===== src/sv/tccw_pkg.sv =====
// Shared types, constants and command codes for the text console cell writer.
package tccw_pkg;

  localparam int SCREEN_CELLS = 2048;
  localparam int CELL_AW      = $clog2(SCREEN_CELLS);
  localparam int SPAN_W       = 15;

  localparam logic [SPAN_W-1:0] CELLS_SPAN = SPAN_W'(SCREEN_CELLS);
  localparam logic [CELL_AW-1:0] LAST_CELL = CELL_AW'(SCREEN_CELLS - 1);

  localparam logic [2:0] CMD_PUT   = 3'd0;
  localparam logic [2:0] CMD_SETX  = 3'd1;
  localparam logic [2:0] CMD_SETY  = 3'd2;
  localparam logic [2:0] CMD_CLEAR = 3'd3;
  localparam logic [2:0] CMD_READ  = 3'd4;

  localparam logic [7:0]  CH_LF       = 8'h0a;
  localparam logic [7:0]  CH_CR       = 8'h0d;
  localparam logic [7:0]  CH_SPACE    = 8'h20;
  localparam logic [15:0] RESET_BLANK = 16'h0320;

  localparam logic [1:0] REG_COLUMNS    = 2'd0;
  localparam logic [1:0] REG_ROWS       = 2'd1;
  localparam logic [1:0] REG_FOREGROUND = 2'd2;
  localparam logic [1:0] REG_BACKGROUND = 2'd3;

  typedef enum logic [2:0] {
    OP_PUT,
    OP_SETX,
    OP_SETY,
    OP_CLEAR,
    OP_READ,
    OP_BAD
  } tccw_op_e;

  typedef struct packed {
    logic [2:0]         command;
    logic [7:0]         char_code;
    logic signed [11:0] position_value;
    logic [10:0]        cell_index;
  } tccw_item_t;

  typedef struct packed {
    logic        status;
    logic [7:0]  cursor_x;
    logic [5:0]  cursor_y;
    logic [10:0] cursor_pos;
    logic [15:0] cell_data;
  } tccw_rsp_t;

  typedef struct packed {
    logic [7:0] columns;
    logic [5:0] rows;
    logic [3:0] foreground;
    logic [3:0] background;
  } tccw_cfg_t;

  typedef struct packed {
    tccw_op_e          op;
    logic [7:0]        char_code;
    logic [10:0]       position;
    logic [CELL_AW-1:0] cell_index;
  } tccw_op_t;

endpackage


===== src/sv/tccw_front.sv =====
// Front end: accepts transactions, classifies them and queues them for the back end.
module tccw_front (
  input  logic                clk_i,
  input  logic                rst_ni,
  input  logic                push,
  output logic                full,
  input  tccw_pkg::tccw_item_t item_i,
  input  logic                busy_i,
  output logic                op_valid_o,
  output tccw_pkg::tccw_op_t  op_o,
  input  logic                op_pop_i
);

  tccw_pkg::tccw_op_t slot_q [2];
  logic       wr_q, wr_d, rd_q, rd_d;
  logic [1:0] cnt_q, cnt_d;
  logic       take;
  tccw_pkg::tccw_op_t cls;

  // classify the command and clamp a negative position to zero
  always_comb begin
    cls.char_code  = item_i.char_code;
    cls.position   = item_i.position_value[11] ? 11'd0 : item_i.position_value[10:0];
    cls.cell_index = item_i.cell_index[tccw_pkg::CELL_AW-1:0];
    unique case (item_i.command)
      tccw_pkg::CMD_PUT:   cls.op = tccw_pkg::OP_PUT;
      tccw_pkg::CMD_SETX:  cls.op = tccw_pkg::OP_SETX;
      tccw_pkg::CMD_SETY:  cls.op = tccw_pkg::OP_SETY;
      tccw_pkg::CMD_CLEAR: cls.op = tccw_pkg::OP_CLEAR;
      tccw_pkg::CMD_READ:  cls.op = tccw_pkg::OP_READ;
      default:             cls.op = tccw_pkg::OP_BAD;
    endcase
  end

  assign full       = (cnt_q == 2'd2) || busy_i;
  assign take       = push && !full;
  assign op_valid_o = (cnt_q != 2'd0);
  assign op_o       = slot_q[rd_q];

  always_comb begin
    wr_d  = take ? ~wr_q : wr_q;
    rd_d  = op_pop_i ? ~rd_q : rd_q;
    cnt_d = cnt_q + {1'b0, take} - {1'b0, op_pop_i};
  end

  always_ff @(posedge clk_i or negedge rst_ni) begin
    if (!rst_ni) begin
      wr_q  <= 1'b0;
      rd_q  <= 1'b0;
      cnt_q <= 2'd0;
    end else begin
      wr_q  <= wr_d;
      rd_q  <= rd_d;
      cnt_q <= cnt_d;
    end
  end

  always_ff @(posedge clk_i) begin
    if (take) begin
      slot_q[wr_q] <= cls;
    end
  end

endmodule


===== config.mk =====
export PLATFORM = sky130hd
export DESIGN_NAME = tccw_front
export DESIGN_NICKNAME = d
export VERILOG_FILES = /design/src/sv/tccw_pkg.sv /design/src/sv/tccw_front.sv
export SDC_FILE = /design/constraint.sdc
export NUM_CORES = 1
export LEC_CHECK = 0
export ABC_CLOCK_PERIOD_IN_PS = 2400
export BUFFER_PORTS_ARGS = -buffer_cell sky130_fd_sc_hd__buf_2
export CORE_MARGIN = 2
export CORE_UTILIZATION = 47
export DETAILED_ROUTE_END_ITERATION = 10
export PLACE_DENSITY_LB_ADDON = 0.2
export SLEW_MARGIN = 40
export SYNTH_ARGS = -nofsm -noshare
export SYNTH_HDL_FRONTEND = slang
export SYNTH_SLANG_ARGS = --single-unit

===== constraint.sdc =====
create_clock -name clk_i -period 2.4 [get_ports clk_i]
set_input_delay 0 -clock clk_i [delete_from_list [all_inputs] [get_ports clk_i]]
set_output_delay 0 -clock clk_i [all_outputs]
set_load 0.01 [all_outputs]

==> flow_summary.yaml, run 1 <==
die:
  core_region_area_um2: 5850
  dieWidth_um: 81.5
  start_util: 0.483
  io_pins: 74
  die_h_um: 81.5
  dieArea_um2: 6650
  rows: 28
outcome:
  outcome: "complete, no violations"
yosys:
  synth_area_leaders: "edfxtp_1 70%, mux2_4 15%, dfrtp_1 3.5%"
  synth_top_area_share: 0.702
  synth_warnings: 0
  ys_seq_area_frac: 0.737
  synth_cell_types: 17
  syn-cell-area_um2: 2830
  yosys.area.top_type: "edfxtp_1"
  synthCells: 136
  avgSynthCellArea_um2: 20.8
  syn-num-nets: 177
  ys_seq_elements: 70
worst_hold_path:
  worst_hold_path_type: "input port to flop"
sta:
  hold_viol: 0
  fin_skew_ns: 0.00689
  holdWs_ns: 0.0228
  rsz0062_at_grt: "false"
  finalSetupViolations: 0
  tightest_slew_ns: 0.444
  fmaxAchievable_mhz: 561
  post-route-min-period_ns: 1.78
  drv_slew: 0
  relSlewSlack: 0.704
  post-route-period-util: 0.743
route:
  routed_via_density: 4.64
  wl_per_cell_um: 14.2
  drt.antenna.violating_nets: 0
  drt_iter0_markers: 99
  drcViolationCount: 0
  detail_route.first_pass.iterations: 4
  routed_wl_um: 4580
  via_count: 1495
clock_tree:
  cts_buffer_depth: 2
  cts_buffers: 9
  clk_latency_ns: 0.32
  cts_tree: "yes"
  clk_pin_slew_worst_paths_ns: 0.07
  cts_resized: 0
  htree_levels: 3
  clock_sinks: 70
  root_buffer: "clkbuf_8"
finish:
  n_fill_cell: 456
  fin_util: 0.627
  diodes: 0
  fin_nets: 283
  layout-drive-gt1-share: 0.506
  syn_to_final_growth_pct: 29.9
power_and_ir_drop:
  p_per_area_nw_per_um2: 963
  peakVddDrop_mv: 0.483
  power_uw: 3530
  p_leak_uw: 0.00148
job:
  cap_violations: 0
global_routing:
  met1_usage: 0.157
  grt_antenna_before_repair: 0
  grt_overflow: 0
  grtUsageMet2: 0.264
  grt_pass1_wl_um: 6980
  met3_usage: 0.0484
  grt-busiest-layer: "met2"
  grt_max_degree: 34
  grt_pass1_vias: 1549
  grt_usage: 0.149
placement:
  portBuffers: 73
  gp_congestion: 0.739
  dp_hpwl_um: 3020
critical_path:
  path_max_fanout: 4
  critical_path.endpoint_type: "flop"
  crit_type: "flop to flop"
  crit_arrival_ns: 2.03
  crit_required_ns: 2.65
  critPathLaunchType: "flop"
[placed cells by master, fill, tap and decap left out]
cell type / count
nor2b_1: 12
a21o_1: 1
clkbuf_8: 10
mux2_2: 4
nand2b_1: 2
inv_1: 2
dfrtp_1: 3
buf_2: 73
nor2_4: 2
dlygate4sd3_1: 25
nand3b_1: 1
xnor2_1: 3
dfrtp_2: 1
ha_1: 2
or2_2: 1
xor2_1: 1
clkbuf_1: 4
buf_12: 1
mux2_4: 29
edfxtp_1: 66
clkinv_2: 2
buf_4: 2
[kinds of logic after synthesis]
family,count (synthesis),synth area share
AOI/OAI and AO/OA,1,0.00266
xor gates and xnor gates,4,0.0124
adders and majority gates,2,0.00886
buffers and inverters,8,0.0306
DFF,70,0.737
muxes,33,0.170
and+or+nand+nor,18,0.0385
[power breakdown]
| part | switching [µW] | internal [µW] |
|---|---|---|
| combinational | 486 | 621 |
| clock | 378 | 402 |
| sequential | 113 | 1530 |
[path summary, 6_finish.rpt]
check / start / end / slack, ns / depth (start not counted)
max: cnt_q[1] / cnt_q[1] / 0.62 / 7
max reg2reg: cnt_q[1] / cnt_q[1] / 0.62 / 7
max in group asynchronous: rst_ni / rd_q / 1.64 / 3
min in group asynchronous: rst_ni / cnt_q[1] / 0.57 / 3
min: item_i[15] / slot_q[0][15] / 0.02 / 2
min reg2reg: cnt_q[1] / cnt_q[1] / 0.51 / 1
[flip-flops by register name, summed over array words and instances (netlist names)]
register and flops:
slot_q 66, cnt_q 2, rd_q 1, wr_q 1
[per-stage QoR]
step	instances	cell area [µm²]	setup slack [ns]	TNS [ns]
2_1_floorplan	136	2830	-0.0663	-4.37
3_3_place_gp	281	3260	0.762	0
3_5_place_dp	281	3260	0.641	0
4_1_cts	322	3670	0.620	0
5_1_grt	322	3670	0.510	0
6_report	322	3670	0.617	0
[cells in the mapped netlist (all sizes together)]
library cell and instances:
buf 4, inv 2, nand2b 2, edfxtp 66, clkbuf 2, nor2b 12
xor2 1, mux2 33, or2 1, xnor2 3, nor2 2, a21o 1
nand3b 1, ha 2, dfrtp 4
[routing by layer]
layer / wire length (µm) / part of all wire
met5: 0 / 0
met1: 1780 / 0.39
met3: 297 / 0.065
met2: 2470 / 0.54
met4: 34 / 0.0074
[what timing repair did]
action	CTS	global route
hold buffers	25	0
buffers inserted	0	0
endpoints found under the hold margin	49	0
[worst max-delay path: stages, from the launching register on]
cell and delay (ns):
dfrtp_1 0.40, nand2b_1 0.10, nand3b_1 0.26, ha_1 0.38
inv_1 0.04, ha_1 0.18, xnor2_1 0.20, xnor2_1 0.15
[final cells by class]
class                   instances  area, µm²  area share
flip-flops and latches         70       2080       0.568
multi-input cells              58        672       0.183
repair buffers                101        651       0.177
clock buffers                  14        153      0.0416
well taps                      75       93.8      0.0256
clock inverters                 2       10.0     0.00273
inverters                       2       7.51     0.00205
No activity file was read; power rests on OpenSTA's default activity.
==> run 2: changes to the inputs <==
Settings changed: ABC_CLOCK_PERIOD_IN_PS 2400 to 1650, CORE_UTILIZATION 47 to 50.
Clock period 2.4 ns to 1.65 ns, I/O delays scaled along.
==> flow_summary.yaml, run 2 (synthesis gave the netlist of run 1 again) <==
outcome:
  outcome: "complete, no violations"
finish:
  final_common_cell: "buf_2"
  syn_to_final_growth_pct: 32.8
  n_fill_cell: 400
  final_cell_mix: "73 x buf_2, 66 x edfxtp_1, 29 x mux2_4"
  fin_nets: 287
  largest_register: "slot_q"
  largest_reg_flops: 66
  reg_top3: "slot_q: 66 flops, cnt_q: 2 flops"
  diodes: 0
  layout-drive-gt1-share: 0.510
clock_tree:
  cts_tree: "yes"
  cts_buffers: 9
  cts_buffer_depth: 2
  root_buffer: "clkbuf_8"
  htree_levels: 3
  clk_pin_slew_worst_paths_ns: 0.07
  clk_latency_ns: 0.33
  clock_sinks: 70
  postCtsSetupBuffers: 0
route:
  via_count: 1536
  detail_route.first_pass.iterations: 4
  routed_via_density: 4.76
  drt_iter0_markers: 64
  wl_per_cell_um: 15.1
  drt.antenna.violating_nets: 0
  routed_wl_um: 4890
  drcViolationCount: 0
global_routing:
  grt_max_degree: 19
  grt_overflow: 0
  grt_pass1_vias: 1685
  grt_antenna_before_repair: 0
  grt_usage: 0.171
  grt_pass1_wl_um: 7700
placement:
  dp_hpwl_um: 3220
  portBuffers: 73
  gp_congestion: 0.698
  pre_cts_ws_ns: 0.149
power_and_ir_drop:
  switching_power_uw: 1460
  clockPowerShare: 0.209
  pwr-share-seq: 0.456
  switching_share: 0.279
  power_uw: 5240
  p_leak_uw: 0.00151
  p_per_area_nw_per_um2: 1400
  power.share.combinational: 0.335
  internal-power_uw: 3780
  peakVddDrop_mv: 0.849
sta:
  tightest_slew_ns: 0.229
  hold_viol: 0
  finalSetupViolations: 0
  fin_skew_ns: 0.00690
  rsz0062_at_grt: "false"
  finalSetupTns_ns: 0
  post-route-min-period_ns: 1.56
  fmaxAchievable_mhz: 641
  relSlewSlack: 0.847
  drv_slew: 0
  post-route-period-util: 0.946
  worst_slack_ns: 0.0891
worst_hold_path:
  hold_depth: 2
  min_from: "item_i[12]"
  hold_path_end: "slot_q[0][12]"
  worst_hold_path_type: "input port to flop"
die:
  dieArea_um2: 6270
  die_h_um: 79.2
  start_util: 0.516
  rows: 27
  dieWidth_um: 79.2
  core_region_area_um2: 5470
  io_pins: 74
critical_path:
  path_cells: "buf_12, mux2_2, buf_2"
  r2r_start: "cnt_q[0]"
  rrSetupSlack_ns: 0.11
  critPathLaunchType: "flop"
  crit_type: "flop to output port"
  r2r-end: "cnt_q[1]"
  crit_slowest_cell: "dfrtp_4"
  crit_required_ns: 1.65
  crit_arrival_ns: 1.56
  cp_slowest_stage_delay_ns: 0.56
  path_max_fanout: 12
  critical_path.endpoint_type: "output port"
  reg2reg_depth: 7
job:
  cap_violations: 0
run 2: cell type report:
| type | count | area, µm² | area share |
|---|---|---|---|
| repair buffers | 105 | 743 | 0.198 |
| clock inverters | 3 | 13.8 | 0.00367 |
| well taps | 72 | 90.1 | 0.0240 |
| clock buffers | 13 | 139 | 0.0370 |
| multi-input cells | 58 | 672 | 0.179 |
| flip-flops and latches | 70 | 2090 | 0.556 |
| inverters | 2 | 7.51 | 0.00200 |
run 2: critical path, delay by kind of cell (launching register included):
| kind | cells | cell delay (ns) |
|---|---|---|
| muxes | 1 | 0.33 |
| DFF | 1 | 0.56 |
| buffers and inverters | 2 | 0.33 |
run 2: timing repair:
item,CTS,global route
endpoints found under the hold margin,47,0
hold buffers,25,0
endpoints found under the setup margin,1,0
resized for setup,1,0
run 2: worst max path at each step:
stage,slack [ns],to,from,cells after the start
2_1_floorplan,-0.30,slot_q[0][0],cnt_q[1],3
3_3_place_gp,0.21,cnt_q[1],cnt_q[1],7
3_5_place_dp,0.15,cnt_q[1],cnt_q[1],7
4_1_cts,0.05,op_o[32],rd_q,3
5_1_grt,0.02,op_o[32],rd_q,3
6_report,0.09,op_o[32],rd_q,3
run 2: per-stage QoR:
stage               hold slack (ns)   util  cells  cell area (µm²)
CTS                         0.00588  0.685    323             3750
detailed placement           -0.185  0.611    282             3350
finish                       0.0228  0.685    323             3750
global route                 0.0236  0.685    323             3750
global placement             -0.191  0.611    282             3350
floorplan                    -0.296      -    136             2830
run 2: per-layer routing:
layer	wire length, µm	track usage	share of wire
met2	2690	0.310	0.55
met5	0	0	0
met3	233	0.0523	0.048
met1	1880	0.184	0.38
met4	87	0.0741	0.018
run 2: power by group through the flow:
stage | Sequential [µW] | Clock (µW) | Combinational (µW)
global placement | 2400 | 0 | 1690
detailed placement | 2430 | 0 | 1730
floorplan | 2330 | 0 | 1300
global route | 2420 | 1200 | 1890
finish | 2390 | 1090 | 1760
CTS | 2400 | 1130 | 1780
