--- src/sv/tccw_pkg.sv ---
// Shared types, constants and command codes for the text console cell writer.
package tccw_pkg;

  localparam int SCREEN_CELLS = 2048;
  localparam int CELL_AW      = $clog2(SCREEN_CELLS);
  localparam int SPAN_W       = 15;

  localparam logic [SPAN_W-1:0] CELLS_SPAN = SPAN_W'(SCREEN_CELLS);
  localparam logic [CELL_AW-1:0] LAST_CELL = CELL_AW'(SCREEN_CELLS - 1);

  localparam logic [2:0] CMD_PUT   = 3'd0;
  localparam logic [2:0] CMD_SETX  = 3'd1;
  localparam logic [2:0] CMD_SETY  = 3'd2;
  localparam logic [2:0] CMD_CLEAR = 3'd3;
  localparam logic [2:0] CMD_READ  = 3'd4;

  localparam logic [7:0]  CH_LF       = 8'h0a;
  localparam logic [7:0]  CH_CR       = 8'h0d;
  localparam logic [7:0]  CH_SPACE    = 8'h20;
  localparam logic [15:0] RESET_BLANK = 16'h0320;

  localparam logic [1:0] REG_COLUMNS    = 2'd0;
  localparam logic [1:0] REG_ROWS       = 2'd1;
  localparam logic [1:0] REG_FOREGROUND = 2'd2;
  localparam logic [1:0] REG_BACKGROUND = 2'd3;

  typedef enum logic [2:0] {
    OP_PUT,
    OP_SETX,
    OP_SETY,
    OP_CLEAR,
    OP_READ,
    OP_BAD
  } tccw_op_e;

  typedef struct packed {
    logic [2:0]         command;
    logic [7:0]         char_code;
    logic signed [11:0] position_value;
    logic [10:0]        cell_index;
  } tccw_item_t;

  typedef struct packed {
    logic        status;
    logic [7:0]  cursor_x;
    logic [5:0]  cursor_y;
    logic [10:0] cursor_pos;
    logic [15:0] cell_data;
  } tccw_rsp_t;

  typedef struct packed {
    logic [7:0] columns;
    logic [5:0] rows;
    logic [3:0] foreground;
    logic [3:0] background;
  } tccw_cfg_t;

  typedef struct packed {
    tccw_op_e          op;
    logic [7:0]        char_code;
    logic [10:0]       position;
    logic [CELL_AW-1:0] cell_index;
  } tccw_op_t;

endpackage

--- src/sv/tccw_rsp_queue.sv ---
// Two-entry result queue between the back end and the result port.
module tccw_rsp_queue (
  input  logic               clk_i,
  input  logic               rst_ni,
  input  logic               push_i,
  input  tccw_pkg::tccw_rsp_t rsp_i,
  output logic               full_o,
  output logic               empty,
  input  logic               pop,
  output tccw_pkg::tccw_rsp_t rsp_o
);

  tccw_pkg::tccw_rsp_t slot_q [2];
  logic       wr_q, rd_q;
  logic [1:0] cnt_q;
  logic       put, take;

  assign full_o = (cnt_q == 2'd2);
  assign empty  = (cnt_q == 2'd0);
  assign put    = push_i && !full_o;
  assign take   = pop && !empty;
  assign rsp_o  = slot_q[rd_q];

  always_ff @(posedge clk_i or negedge rst_ni) begin
    if (!rst_ni) begin
      wr_q  <= 1'b0;
      rd_q  <= 1'b0;
      cnt_q <= 2'd0;
    end else begin
      if (put) wr_q <= ~wr_q;
      if (take) rd_q <= ~rd_q;
      cnt_q <= cnt_q + {1'b0, put} - {1'b0, take};
    end
  end

  always_ff @(posedge clk_i) begin
    if (put) begin
      slot_q[wr_q] <= rsp_i;
    end
  end

endmodule

--- config.mk ---
export PLATFORM = sky130hd
export DESIGN_NAME = tccw_rsp_queue
export DESIGN_NICKNAME = d
export VERILOG_FILES = /design/src/sv/tccw_pkg.sv /design/src/sv/tccw_rsp_queue.sv
export SDC_FILE = /design/constraint.sdc
export NUM_CORES = 1
export LEC_CHECK = 0
export BUFFER_PORTS_ARGS = -buffer_cell sky130_fd_sc_hd__buf_2
export CAP_MARGIN = 20
export CORE_ASPECT_RATIO = 0.75
export CORE_UTILIZATION = 52
export DETAILED_ROUTE_END_ITERATION = 12
export PLACE_DENSITY = 0.88
export SETUP_SLACK_MARGIN = 0.15
export SLEW_MARGIN = 0
export SYNTH_ARGS = -nofsm -noshare
export SYNTH_HDL_FRONTEND = slang
export SYNTH_SLANG_ARGS = --single-unit
--- constraint.sdc ---
create_clock -name clk_i -period 3.9 [get_ports clk_i]
set_input_delay 0.195 -clock clk_i [delete_from_list [all_inputs] [get_ports clk_i]]
set_output_delay 0.195 -clock clk_i [all_outputs]
set_load 0.01 [all_outputs]
==> results of run 1 <==
==> per-layer routing <==
layer | part of all wire (%) | track usage (%) | vias to the layer above
met2 | 53 | 29.68 | 63
met3 | 5.5 | 6.499 | 10
li1 | - | - | 772
met1 | 40 | 17.93 | 819
met5 | 0 | 0 | -
met4 | 1.5 | 6.965 | 0
==> through the flow <==
stage	utilization [%]	setup slack, ns	power [mW]
CTS	64.69	1.496	3.020
finish	64.69	1.554	2.980
floorplan	-	1.095	2.183
detailed placement	61.64	1.875	2.434
global placement	61.64	1.895	2.400
global route	64.69	1.433	3.141
==> critical path: stages (launching register included) <==
cell and delay, ns:
sky130_fd_sc_hd__dfrtp_2 0.88, sky130_fd_sc_hd__buf_4 0.44, sky130_fd_sc_hd__mux2_4 0.34, sky130_fd_sc_hd__buf_2 0.14
==> power by group through the flow <==
stage	Sequential, mW	Combinational [mW]	Clock (mW)
after floorplan	1.37	0.816	0
after global placement	1.44	0.961	0
after detailed placement	1.46	0.976	0
after CTS	1.44	0.983	0.599
after global routing	1.45	1.05	0.640
final	1.43	0.963	0.585
==> area by class of cell <==
cell class,count,area (µm²)
multi-input cells,54,720.7
repair buffers,92,470.5
well taps,81,101.3
inverters,2,7.507
fillers,454,2242
clock buffers,10,127.6
clock inverters,5,56.30
flip-flops and latches,88,2624
==> registers in the layout, summed over array words and instances (netlist names) <==
name / cells
wr_q: 1
cnt_q: 2
slot_q: 84
rd_q: 1
==> kinds of logic (layout without fill, tap and decap cells) <==
group	count (synthesis)	in the layout	share of synthesized area, %
fa+ha+maj	2	2	0.7287
xor+xnor	4	4	1.021
mux	42	42	18.04
buf+inv	7	109	2.879
flops	88	88	76.38
simple gates	6	6	0.9478
==> Yosys cell counts (all sizes together) <==
cell type / number / share of area [%]
ha: 2 / 0.73
nand2: 1 / 0.11
buf: 5 / 2.7
dfrtp: 4 / 2.9
nor2b: 1 / 0.26
xor2: 1 / 0.26
xnor2: 3 / 0.77
nand2b: 1 / 0.18
and3: 1 / 0.18
edfxtp: 84 / 73
mux2: 42 / 18
nor2: 2 / 0.22
inv: 2 / 0.22
==> worst max-delay path by stage <==
stage / to / slack (ns) / cells after the start
3_3_place_gp: rsp_o[23] / 1.89 / 3
4_1_cts: rsp_o[24] / 1.50 / 3
6_report: rsp_o[24] / 1.55 / 3
2_1_floorplan: slot_q[0][0]$_DFFE_PP_ / 1.10 / 3
5_1_grt: rsp_o[24] / 1.43 / 3
3_5_place_dp: slot_q[0][14]$_DFFE_PP_ / 1.88 / 4
==> flow_metrics.py, run 1 <==
metrics = {
    "final_layout": {
        "final_common_cell": "sky130_fd_sc_hd__buf_2",
        "drive_gt1_share_pct": 60.16,
        "diodes": 0,
        "layout.cells.non_filler": 332,
        "finalInstanceArea_um2": 4108,
        "most-common-layout-cells": "89 x sky130_fd_sc_hd__buf_2, 84 x sky130_fd_sc_hd__edfxtp_1, 39 x sky130_fd_sc_hd__mux2_4",
        "area_growth_pct": 19.64,
        "num-nets-final": 295,
    },
    "yosys": {
        "synth_seq_cells": 88,
        "syn_nets": 197,
        "synth_seq_area_share_pct": 76.38,
        "synthesis.area_um2": 3433,
        "syn-instance-count": 149,
        "synthDistinctLibCells": 15,
        "synthesis.area_per_instance_um2": 23.04,
        "synth-warning-count": 0,
    },
    "timing": {
        "finalClockSkew_ns": 0.01264,
        "slew_headroom_pct": 35.94,
        "max_slew.worst_pin.slew_ns": 0.9609,
        "whs_ns": 0.03099,
        "finalSetupViolations": 0,
        "timing.final.crit_period_ns": 2.346,
        "slew_viol_final": 0,
        "setup_total_negative_slack_ns": 0,
        "min_period_over_period_pct": 60.16,
        "clock.fmax_mhz": 426.2,
        "rsz_0062_raised_after_global_routing": "false",
        "final_hold_violation_count": 0,
    },
    "critical_path": {
        "worst-r2r-setup-slack_ns": 1.90,
        "ff2ff_path_depth": 4,
        "worst-endpoint-arrival_ns": 2.15,
        "critical_path.endpoint_type": "output port",
        "cp_max_fo": 26,
        "timing.critical_path.required_ns": 3.70,
        "r2r-end": "slot_q[0][5]$_DFFE_PP_",
        "cp-startpoint": "rd_q$_DFFE_PN0P_",
        "r2r_start": "cnt_q[1]$_DFF_PN0_",
        "timing_worst_setup_path_type": "reg2out",
        "timing.critical_path.from_type": "flip-flop",
    },
    "global_routing": {
        "wire_length_of_the_first_global_routing_pass_um": 7955,
        "first_global_vias": 1666,
        "grt_start_max_net_pins": 43,
        "grt_util_all_layers_pct": 16.76,
        "initial_antenna_violation_count": 0,
        "grt-ovfl-total": 0,
    },
    "detailed_routing": {
        "via_count": 1664,
        "drc": 0,
        "dr.pass1.iters": 4,
        "routed_via_density": 5.012,
        "drt.antenna.violating_nets": 0,
        "starting_drc_count_in_detailed_routing": 96,
        "wl_per_cell_um": 16.28,
        "drt_wl_total_um": 5404,
    },
    "clock_tree": {
        "post_cts_resize_count": 0,
        "numClockSinks": 88,
        "cts.path.max_buffers": 2,
        "clkLatencyLatePin_ns": 0.35,
        "path_clk_slew_ns": 0.08,
        "cts_tree": "done",
        "cts_root_buffer": "sky130_fd_sc_hd__clkbuf_8",
        "post_cts_setup_repair_bufs": 0,
        "number_of_buffers_created_by_cts": 9,
        "h-tree-depth": 3,
        "ctsHoldBuffers": 1,
    },
    "floorplanning": {
        "start_util_pct": 54.07,
        "dieWidth_um": 95.83,
        "fp.coreArea_um2": 6350,
        "die_height_um": 72.37,
        "design.die.area_um2": 6935,
        "floorplan.io_pins": 90,
        "fp-row-count": 25,
    },
    "power_and_ir_drop": {
        "power_switching_mw": 0.8687,
        "combinationalPowerShare_pct": 32.3,
        "sequentialPowerShare_pct": 48.1,
        "power_density_nw_per_um2": 725.5,
        "p_leak_nw": 1.674,
        "share_clk_of_total_power_pct": 19.6,
        "max_ir_drop_vdd_uv": 346.6,
        "netSwitchingFraction_pct": 29.15,
        "cellInternalPower_mw": 2.111,
    },
    "run": {
        "max_cap_violations": 0,
    },
    "place": {
        "post_dp_cell_area_um2": 3914,
        "placement.io_buffers": 89,
        "dpl.hpwl_um": 3686,
        "gp_congestion": 0.6514,
        "placed_cells_incl_taps": 316,
    },
    "worst_hold_path": {
        "min-delay-start": "rsp_i[17]",
        "worst_hold_path.endpoint": "slot_q[1][17]$_DFFE_PP_",
        "holdPathStages": 1,
        "holdCritPathClass": "in2reg",
    },
    "run_status": {
        "run_status": "finished clean",
    },
}
(Power assumes the default switching activity.)
==> run 2: changes to the inputs <==
clock period = 2.4 ns   (was 3.9 ns; I/O delays follow)
==> run 2 against run 1 <==
- final area increased by 11%
- final cell count up 14%
- utilization increased by 7.0 points
- combinational power is 80% higher
- die area stayed put
- register-to-register slack lost 1.1 ns
- routed wire length grew 6.8%
- clock skew decreased by 0.0056 ns
- worst setup slack got worse by 1.0 ns
==> flow_metrics.py, run 2 (synthesized netlist as in run 1, its figures left out) <==
metrics = {
    "run_status": {
        "run_status": "finished clean",
    },
    "timing": {
        "setup_total_negative_slack_ns": 0,
        "final_hold_violation_count": 0,
        "fin_ws_ns": 0.5103,
        "finalClockSkew_ns": 0.007039,
        "clock.fmax_mhz": 529.2,
        "timing.final.crit_period_ns": 1.890,
        "slew_headroom_pct": 63.01,
        "whs_ns": 0.1150,
        "rsz_0062_raised_after_global_routing": "false",
        "finalSetupViolations": 0,
        "min_period_over_period_pct": 78.74,
        "slew_viol_final": 0,
        "max_slew.worst_pin.slew_ns": 0.5549,
    },
    "detailed_routing": {
        "drt.antenna.violating_nets": 0,
        "routed_via_density": 4.732,
        "drt_wl_total_um": 5771,
        "wl_met1_um": 2332,
        "met2_length_um": 3061,
        "dr.pass1.iters": 4,
        "highest-signal-layer": "met4",
        "routed-wl-met3_um": 338,
        "starting_drc_count_in_detailed_routing": 64,
        "wl_per_cell_um": 15.31,
        "drc": 0,
        "via_count": 1784,
    },
    "floorplanning": {
        "fp-row-count": 25,
        "die_height_um": 72.37,
        "fp.coreArea_um2": 6350,
        "design.die.area_um2": 6935,
        "floorplan.io_pins": 90,
        "dieWidth_um": 95.83,
        "start_util_pct": 54.07,
    },
    "clock_tree": {
        "cts.path.max_buffers": 2,
        "cts_root_buffer": "sky130_fd_sc_hd__clkbuf_8",
        "clkLatencyLatePin_ns": 0.34,
        "h-tree-depth": 3,
        "path_clk_slew_ns": 0.08,
        "cts_tree": "done",
        "post_cts_resize_count": 0,
        "number_of_buffers_created_by_cts": 9,
        "numClockSinks": 88,
    },
    "critical_path": {
        "cp-startpoint": "rd_q$_DFFE_PN0P_",
        "ff2ff_path_depth": 4,
        "timing_worst_setup_path_type": "reg2out",
        "cp_max_fo": 14,
        "worst-r2r-setup-slack_ns": 0.77,
        "timing.critical_path.cells": "buf_4 -> mux2_2 -> buf_2",
        "critical_path.max_stage_delay_ns": 0.59,
        "critical_path.endpoint_type": "output port",
        "r2r_start": "cnt_q[0]$_DFF_PN0_",
        "timing.critical_path.required_ns": 2.28,
        "timing.critical_path.from_type": "flip-flop",
        "crit_slowest_cell": "sky130_fd_sc_hd__dfrtp_2",
        "r2r-end": "slot_q[0][40]$_DFFE_PP_",
        "worst-endpoint-arrival_ns": 1.77,
        "cp-endpoint": "rsp_o[1]",
    },
    "power_and_ir_drop": {
        "share_clk_of_total_power_pct": 18.4,
        "power_density_nw_per_um2": 1073,
        "power_mw": 4.888,
        "cellInternalPower_mw": 3.442,
        "netSwitchingFraction_pct": 29.58,
        "sequentialPowerShare_pct": 46.3,
        "power_switching_mw": 1.446,
        "max_ir_drop_vdd_uv": 576.9,
        "combinationalPowerShare_pct": 35.4,
        "p_leak_nw": 1.858,
    },
    "global_routing": {
        "grt_start_max_net_pins": 43,
        "wire_length_of_the_first_global_routing_pass_um": 8535,
        "grt_util_all_layers_pct": 17.74,
        "first_global_vias": 1843,
        "initial_antenna_violation_count": 0,
        "grt-ovfl-total": 0,
    },
    "final_layout": {
        "num-nets-final": 339,
        "largest_reg_flops": 84,
        "drive_gt1_share_pct": 52.03,
        "registers_with_the_highest_flip_flop_counts": "slot_q (84), cnt_q (2)",
        "nFillCells": 393,
        "diodes": 0,
        "final_common_cell": "sky130_fd_sc_hd__buf_2",
        "regMostFlops": "slot_q",
        "area_growth_pct": 32.65,
        "most-common-layout-cells": "89 x sky130_fd_sc_hd__buf_2, 84 x sky130_fd_sc_hd__edfxtp_1, 43 x sky130_fd_sc_hd__dlygate4sd3_1",
    },
    "place": {
        "gp_congestion": 0.7394,
        "placement.io_buffers": 89,
        "dpl.hpwl_um": 3471,
        "preCtsSetupSlack_ns": 0.7883,
    },
    "worst_hold_path": {
        "holdCritPathClass": "in2async",
    },
    "run": {
        "max_cap_violations": 0,
    },
}
==> run 2: cell types whose count changed in the layout (fill, tap and decap cells not counted) <==
cell                            previous run  this run
sky130_fd_sc_hd__bufinv_16                 1         0
sky130_fd_sc_hd__dlygate4sd3_1             1        43
sky130_fd_sc_hd__buf_12                    0         1
sky130_fd_sc_hd__clkinv_4                  0         2
sky130_fd_sc_hd__buf_4                     2         3
sky130_fd_sc_hd__clkbuf_8                  9        10
sky130_fd_sc_hd__clkinvlp_4                1         2
sky130_fd_sc_hd__clkinv_2                  2         0
==> run 2: how the worst min path moves through the flow <==
stage | startpoint | to | slack (ns) | cells past startpoint
2_1_floorplan | rst_ni | cnt_q[0]$_DFF_PN0_ | -0.18 | 0
6_report | rst_ni | rd_q$_DFFE_PN0P_ | 0.12 | 2
4_1_cts | rst_ni | rd_q$_DFFE_PN0P_ | 0.1 | 2
5_1_grt | rst_ni | rd_q$_DFFE_PN0P_ | 0.13 | 2
3_3_place_gp | rst_ni | cnt_q[1]$_DFF_PN0_ | -0.07 | 1
3_5_place_dp | rst_ni | wr_q$_DFFE_PN0P_ | -0.07 | 1
==> run 2: worst max-delay path: cells and delay by family, from the launching register on <==
| kind | cells | cell delay [ns] |
|---|---|---|
| buf+inv | 2 | 0.47 |
| flops | 1 | 0.59 |
| mux | 1 | 0.37 |
==> run 2: layout make-up <==
cell class	instances	area (µm²)	share of cell area [%]
sequential	88	2624	57.61
timing repair buffer	136	918.4	20.16
multi-input combinational	54	720.7	15.82
clock buffer	11	141.4	3.104
tap	81	101.3	2.225
clock inverter	5	41.29	0.9066
inverter	2	7.507	0.1648
==> run 2: per-stage QoR <==
step	instances	util [%]	cell area, µm²
after CTS	377	71.72	4554
after floorplan	149	-	3436
after global placement	318	62.07	3941
after global routing	377	71.72	4554
final	377	71.72	4554
after detailed placement	318	62.07	3941
==> run 2: power groups by stage <==
stage                     combinational (mW)  clock, mW  sequential (mW)
after floorplan                         1.33          0             2.22
after global placement                  1.66          0             2.27
after global routing                    1.87      0.973             2.29
after CTS                               1.75      0.924             2.26
after detailed placement                1.69          0             2.30
final                                   1.73      0.898             2.26
==> run 2: routing by layer <==
| metal | up-vias | GRT usage, % |
|---|---|---|
| met3 | 6 | 5.870 |
| met2 | 69 | 32.46 |
| met1 | 851 | 19.43 |
| li1 | 858 | - |
| met4 | 0 | 5.804 |
| met5 | - | 0 |
==> run 2: repair_timing <==
| item | in CTS | in global routing |
|---|---|---|
| hold endpoints to repair | 88 | 0 |
| setup buffers | 0 | 0 |
| hold buffers | 43 | 0 |
